## src/design/sbda_pkg.sv

```systemverilog
// Shared types and constants for the signed binary to decimal ASCII converter.
package sbda_pkg;

  localparam int VALUE_W = 64;
  localparam int DIGITS  = 19;
  localparam int IDX_W   = $clog2(DIGITS);
  localparam int CNT_W   = $clog2(VALUE_W);
  localparam int CODE_W  = 6;

  localparam logic [CODE_W-1:0] DIGIT_BASE = CODE_W'(48);
  localparam logic [CODE_W-1:0] MINUS_CODE = CODE_W'(45);

  typedef enum logic [2:0] {
    S_IDLE,
    S_CONV,
    S_SKIP,
    S_SIGN,
    S_EMIT
  } sbda_state_t;

  typedef struct packed {
    logic load;
    logic step;
  } sbda_ctl_t;

  typedef struct packed {
    logic              valid;
    logic [CODE_W-1:0] code;
    logic              last;
  } sbda_emit_t;

endpackage

```

## src/design/signed_binary_to_decimal_ascii.sv

```systemverilog
// Top level: signed 64-bit integer to decimal ASCII character stream.
//
//   channel | ports                            | direction
//   input   | in_valid in_ready in_value       | one integer per transaction
//   output  | out_valid out_ready out_char_code | one character per transaction
//           | out_last_char                    |
//
// Each integer is accepted, then takes 64 shift-and-add-3 steps in the BCD
// unit and a skip over leading zero digits, then one cycle per character
// (1 to 20) while the output register drains. in_ready is high only when the
// sequencer is idle. Reset clears the sequencer and the output valid flag.
// Output stalls hold the sequencer in place; the last character may still wait
// in the output register while the next integer is accepted.
module signed_binary_to_decimal_ascii (
  input  logic                         clk,
  input  logic                         rst_n,
  input  logic                         in_valid,
  output logic                         in_ready,
  input  logic signed [sbda_pkg::VALUE_W-1:0] in_value,
  output logic                         out_valid,
  input  logic                         out_ready,
  output logic [sbda_pkg::CODE_W-1:0]  out_char_code,
  output logic                         out_last_char
);
  import sbda_pkg::*;

  sbda_ctl_t         ctl;
  sbda_emit_t        emit;
  logic [IDX_W-1:0]  digit_idx;
  logic [3:0]        digit;
  logic              out_free;
  logic              out_valid_r;
  logic [CODE_W-1:0] out_char_code_r;
  logic              out_last_char_r;

  assign out_free = !out_valid_r || out_ready;

  sbda_bcd u_bcd (
    .clk       (clk),
    .ctl       (ctl),
    .in_value  (in_value),
    .digit_idx (digit_idx),
    .digit     (digit)
  );

  sbda_seq u_seq (
    .clk       (clk),
    .rst_n     (rst_n),
    .in_valid  (in_valid),
    .in_sign   (in_value[VALUE_W-1]),
    .digit     (digit),
    .out_free  (out_free),
    .in_ready  (in_ready),
    .ctl       (ctl),
    .digit_idx (digit_idx),
    .emit      (emit)
  );

  always_ff @(posedge clk) begin
    if (!rst_n) begin
      out_valid_r <= 1'b0;
    end else if (emit.valid) begin
      out_valid_r <= 1'b1;
    end else if (out_ready) begin
      out_valid_r <= 1'b0;
    end
  end

  always_ff @(posedge clk) begin
    if (emit.valid) begin
      out_char_code_r <= emit.code;
      out_last_char_r <= emit.last;
    end
  end

  assign out_valid     = out_valid_r;
  assign out_char_code = out_char_code_r;
  assign out_last_char = out_last_char_r;

endmodule

```

## src/design/sbda_bcd.sv

```systemverilog
// Shift-and-add-3 conversion unit: one binary bit enters the BCD register per step.
module sbda_bcd (
  input  logic                        clk,
  input  sbda_pkg::sbda_ctl_t         ctl,
  input  logic [sbda_pkg::VALUE_W-1:0] in_value,
  input  logic [sbda_pkg::IDX_W-1:0]  digit_idx,
  output logic [3:0]                  digit
);
  import sbda_pkg::*;

  logic [VALUE_W-1:0]       bin_r;
  logic [VALUE_W-1:0]       bin_nxt;
  logic [DIGITS-1:0][3:0]   bcd_r;
  logic [DIGITS-1:0][3:0]   bcd_nxt;
  logic [DIGITS-1:0][3:0]   adj;
  logic [4*DIGITS-1:0]      adj_flat;

  always_comb begin
    for (int i = 0; i < DIGITS; i++) begin
      adj[i] = (bcd_r[i] >= 4'd5) ? bcd_r[i] + 4'd3 : bcd_r[i];
    end
    adj_flat = adj;
    bin_nxt  = bin_r;
    bcd_nxt  = bcd_r;
    if (ctl.load) begin
      bin_nxt = in_value[VALUE_W-1] ? (~in_value + VALUE_W'(1)) : in_value;
      bcd_nxt = '0;
    end else if (ctl.step) begin
      bin_nxt = {bin_r[VALUE_W-2:0], 1'b0};
      bcd_nxt = {adj_flat[4*DIGITS-2:0], bin_r[VALUE_W-1]};
    end
  end

  always_ff @(posedge clk) begin
    bin_r <= bin_nxt;
    bcd_r <= bcd_nxt;
  end

  assign digit = bcd_r[digit_idx];

endmodule

```

## src/design/sbda_seq.sv

```systemverilog
// Sequencer: conversion steps, leading-zero skip, sign and digit emission.
module sbda_seq (
  input  logic                       clk,
  input  logic                       rst_n,
  input  logic                       in_valid,
  input  logic                       in_sign,
  input  logic [3:0]                 digit,
  input  logic                       out_free,
  output logic                       in_ready,
  output sbda_pkg::sbda_ctl_t        ctl,
  output logic [sbda_pkg::IDX_W-1:0] digit_idx,
  output sbda_pkg::sbda_emit_t       emit
);
  import sbda_pkg::*;

  sbda_state_t      state_r;
  sbda_state_t      state_nxt;
  logic [CNT_W-1:0] cnt_r;
  logic [CNT_W-1:0] cnt_nxt;
  logic [IDX_W-1:0] idx_r;
  logic [IDX_W-1:0] idx_nxt;
  logic             neg_r;
  logic             neg_nxt;
  logic             idx_zero;
  logic             lead_found;

  assign idx_zero   = (idx_r == '0);
  assign lead_found = (digit != 4'd0) || idx_zero;
  assign digit_idx  = idx_r;

  always_comb begin
    state_nxt = state_r;
    unique case (state_r)
      S_IDLE: if (in_valid) state_nxt = S_CONV;
      S_CONV: if (cnt_r == CNT_W'(VALUE_W-1)) state_nxt = S_SKIP;
      S_SKIP: if (lead_found) state_nxt = neg_r ? S_SIGN : S_EMIT;
      S_SIGN: if (out_free) state_nxt = S_EMIT;
      S_EMIT: if (out_free && idx_zero) state_nxt = S_IDLE;
      default: state_nxt = S_IDLE;
    endcase
  end

  always_comb begin
    in_ready   = 1'b0;
    ctl        = '0;
    emit       = '0;
    emit.code  = DIGIT_BASE + CODE_W'(digit);
    unique case (state_r)
      S_IDLE: begin
        in_ready = 1'b1;
        ctl.load = in_valid;
      end
      S_CONV: ctl.step = 1'b1;
      S_SKIP: ;
      S_SIGN: begin
        emit.valid = out_free;
        emit.code  = MINUS_CODE;
      end
      S_EMIT: begin
        emit.valid = out_free;
        emit.last  = idx_zero;
      end
      default: ;
    endcase
  end

  always_comb begin
    cnt_nxt = cnt_r;
    idx_nxt = idx_r;
    neg_nxt = neg_r;
    if (ctl.load) begin
      cnt_nxt = '0;
      idx_nxt = IDX_W'(DIGITS-1);
      neg_nxt = in_sign;
    end
    if (ctl.step) cnt_nxt = cnt_r + CNT_W'(1);
    if (state_r == S_SKIP && !lead_found) idx_nxt = idx_r - IDX_W'(1);
    if (state_r == S_EMIT && out_free && !idx_zero) idx_nxt = idx_r - IDX_W'(1);
  end

  always_ff @(posedge clk) begin
    if (!rst_n) begin
      state_r <= S_IDLE;
      cnt_r   <= '0;
      idx_r   <= '0;
      neg_r   <= 1'b0;
    end else begin
      state_r <= state_nxt;
      cnt_r   <= cnt_nxt;
      idx_r   <= idx_nxt;
      neg_r   <= neg_nxt;
    end
  end

endmodule

```

## config.mk

```make
export PLATFORM = sky130hd
export DESIGN_NAME = signed_binary_to_decimal_ascii
export DESIGN_NICKNAME = d
export VERILOG_FILES = /design/src/design/sbda_pkg.sv /design/src/design/signed_binary_to_decimal_ascii.sv /design/src/design/sbda_bcd.sv /design/src/design/sbda_seq.sv
export SDC_FILE = /design/constraint.sdc
export NUM_CORES = 1
export LEC_CHECK = 0
export ABC_AREA = 1
export BUFFER_PORTS_ARGS = -buffer_cell sky130_fd_sc_hd__buf_2
export CORE_ASPECT_RATIO = 0.5
export CORE_MARGIN = 2
export CORE_UTILIZATION = 42
export DETAILED_ROUTE_END_ITERATION = 10
export HOLD_SLACK_MARGIN = 0.08
export PLACE_DENSITY_LB_ADDON = 0.3
export SYNTH_ARGS = -nofsm -noshare
export SYNTH_HDL_FRONTEND = slang
export SYNTH_HIERARCHICAL = 1
export SYNTH_SLANG_ARGS = --single-unit
```

## constraint.sdc

```tcl
create_clock -name clk -period 3.3 [get_ports clk]
set_input_delay 0.66 -clock clk [delete_from_list [all_inputs] [get_ports clk]]
set_output_delay 0.66 -clock clk [all_outputs]
set_load 0.05 [all_outputs]
```

==> metrics.yaml <==
status:
  outcome: "completed"
synthesis:
  ys_seq_elements: 163
  synth_top_area_share_pct: 19.7
  netlist_top_cells_area: "edfxtp_1 (20%), dfxtp_1 (17%), nand2_1 (13%)"
  syn_avg_cell_area_um2: 7.08
  synthFlopType: "dfxtp_1"
  synth_edf_count: 71
  synth_area_leader_cell: "edfxtp_1"
  yosysMostFrequentCell: "nand2_1"
  syn-num-nets: 1638
  yosysSeqAreaShare_pct: 36.7
  synthTopCellsByCount: "nand2_1 (382), inv_1 (159), o21ai_0 (156)"
  ys_warn_count: 6
  yosysUniqueCellTypes: 45
  synthCells: 1529
  postSynth.asyncResetShare_pct: 0
  syn_area_um2: 10800
global_routing:
  grt_pass1_vias: 9724
  grt_pass1_wl_mm: 49.0
  grt_util_all_layers_pct: 22.4
  grt_max_degree: 69
  antenna_found_initial: 0
  grt_overflow: 0
clock_tree:
  cts.clk_slew.worst_paths_ns: 0.07
  postCtsSetupBuffers: 0
  numCtsBuffers: 17
  clkLatencyLatePin_ns: 0.45
  cts_hold_buf: 0
  clock-root-buffer: "clkbuf_16"
  cts_num_sinks: 163
  cts_tree: "built"
  cts.path.max_buffers: 2
  htreeDepth: 4
  post_cts_resized: 0
setup_path:
  worstPathMaxFanout: 21
  path_buf_inv: 2
  cp_data_arrival_time_ns: 2.89
  start_kind: "flip-flop"
  path_cells: "inv_1 > buf_4 > a21oi_1 > o21ai_0 > nand3_1 > nand3_1 > nand2_1 > o21ai_0 > nand2_1 > nor2_1 > nand2_1 > nor2_2 > nand2_2 > nand3b_4 > nor2_4 > nor2_1 > nor2_1"
  critPathMaxStageDelay_ns: 0.43
  critical_path_class: "flip-flop to flip-flop"
  end_kind: "flip-flop"
  crit_required_ns: 3.65
  critPathTopFamily: "simple AND/OR/NAND/NOR gates"
  cp_slowest_cell: "inv_1"
die:
  coreArea_um2: 25200
  ios: 77
  num_rows: 41
  start_util_pct: 42.9
  die_h_um: 118
  die_area_um2: 27200
  die_w_um: 231
timing:
  fin_crit_ns: 2.54
  slew_headroom_pct: 42.5
  slew_violations: 0
  tightestPinTransition_ns: 0.862
  hold_viol_final: 0
  max_freq_mhz: 393
  setup_viol: 0
  period_share_pct: 77.1
  clock_skew_ns: 0.0124
  fin_setup_tns_ns: 0
  rsz0062_at_grt: "false"
drt:
  ant_nets: 0
  first_pass_iters: 5
  drt_iter0_drc: 778
  vias_per_cell: 5.31
  routed_wl_mm: 29.7
  route.detailed.drc: 0
  vias: 10300
  drt-wirelength-per-cell_um: 15.4
power:
  p_switching_uw: 3990
  irDropWorstVdd_v: 0.000539
  p_int_uw: 5520
  p_leak_uw: 0.00494
  pwr-share-seq_pct: 36.8
  power.density_nw_per_um2: 783
  p_comb_share_pct: 41.3
  power.share.switching_pct: 42.0
  clockPowerShare_pct: 21.9
job:
  cap_violations: 0
place:
  io_buffers: 76
  place_area_um2: 11500
  routabilityCongestion: 0.942
  dpl.hpwl_mm: 21.1
final_layout:
  fin_area_um2: 12100
  n_antenna_cell: 0
  drive_above_1_share_pct: 11.5
  syn_to_final_growth_pct: 12.1
  final_nets: 1689
min_path:
  hold_path_class: "input port to flip-flop"
-- worst register-to-register path: cells and delay by family (launching register included) --
family          cells  cell delay [ns]
compound gates      3             0.32
buf+inv             2             0.71
flops               1             0.31
simple gates       12             1.13
-- cells by family (layout without fill, tap and decap cells) --
kind of cell / count (synthesis) / after routing / share of synthesized area (%)
AO/OA/AOI/OAI: 329 / 329 / 17.5
AND/OR/NAND/NOR: 727 / 727 / 29.5
adder cells (fa/ha/maj): 41 / 41 / 4.74
buffers and inverters: 227 / 291 / 8.21
XOR/XNOR: 41 / 41 / 3.32
flip-flops: 163 / 163 / 36.7
other: 1 / 1 / 0.0346
-- per-stage QoR --
step / hold slack [ns] / total power [µW] / worst slack, ns / utilization, % / instances
after CTS: 0.449 / 9540 / 0.750 / 48.1 / 1937
after global routing: 0.489 / 10200 / 0.439 / 48.1 / 1937
after floorplan: 0.439 / 6310 / 0.731 / - / 1529
final: 0.470 / 9510 / 0.755 / 48.1 / 1937
after global placement: 0.456 / 7390 / 0.875 / 45.7 / 1905
after detailed placement: 0.458 / 7420 / 0.837 / 45.7 / 1905
-- layout by cell type (no fill, tap or decap), drive strengths merged, types with 41 or more instances in the layout --
cell type	count
dfxtp	92
buf	92
ha	41
o21ai	170
nor2	148
nand3	144
a21oi	58
inv	170
nand2	393
edfxtp	71
-- metal layers --
layer	GRT usage, %	vias to the layer above	share of wire (%)	wire, µm
li1	-	5237	-	-
met1	29.9	4705	48	14100
met2	35.5	281	45	13400
met3	5.09	55	5.0	1470
met4	8.10	0	2.4	722
met5	0	-	0	0
-- path summary, 6_finish.rpt --
kind | from | endpoint | slack, ns | depth (start not counted)
worst min register to register | u_seq/cnt_r[4] | u_seq/cnt_r[4] | 0.47 | 2
worst max-delay path | u_seq/digit_idx[0] | u_seq/state_r[2] | 0.76 | 17
worst max register to register | u_seq/digit_idx[0] | u_seq/state_r[2] | 0.76 | 17
worst min-delay path | in_value[0] | u_bcd/bin_r[0] | 0.47 | 3
-- flip-flops by register name, summed over array words and instances, names as in the netlist --
| name | count |
|---|---|
| u_bcd/bcd_r | 76 |
| u_bcd/bin_r | 64 |
| out_char_code | 6 |
| u_seq/cnt_r | 6 |
| u_seq/digit_idx | 5 |
| u_seq/state_r | 3 |
| out_last_char | 1 |
| out_valid | 1 |
| u_seq/neg_r | 1 |
-- layout make-up --
type                            count  area [µm²]
Timing Repair Buffer               92         526
Sequential cell                   163        3970
Inverter                          167         632
Clock buffer                       22         487
Fill cell                        2605       13100
Clock inverter                     10         119
Multi-Input combinational cell   1139        5970
Tap cell                          344         430
-- power groups by stage --
stage	clock network (µW)	logic, µW	registers [µW]
floorplan	0	2770	3540
finish	2090	3930	3500
CTS	2130	3920	3490
detailed placement	0	3900	3510
global placement	0	3870	3520
global route	2200	4430	3580
Note: power is estimated with default switching activity, not from simulation.
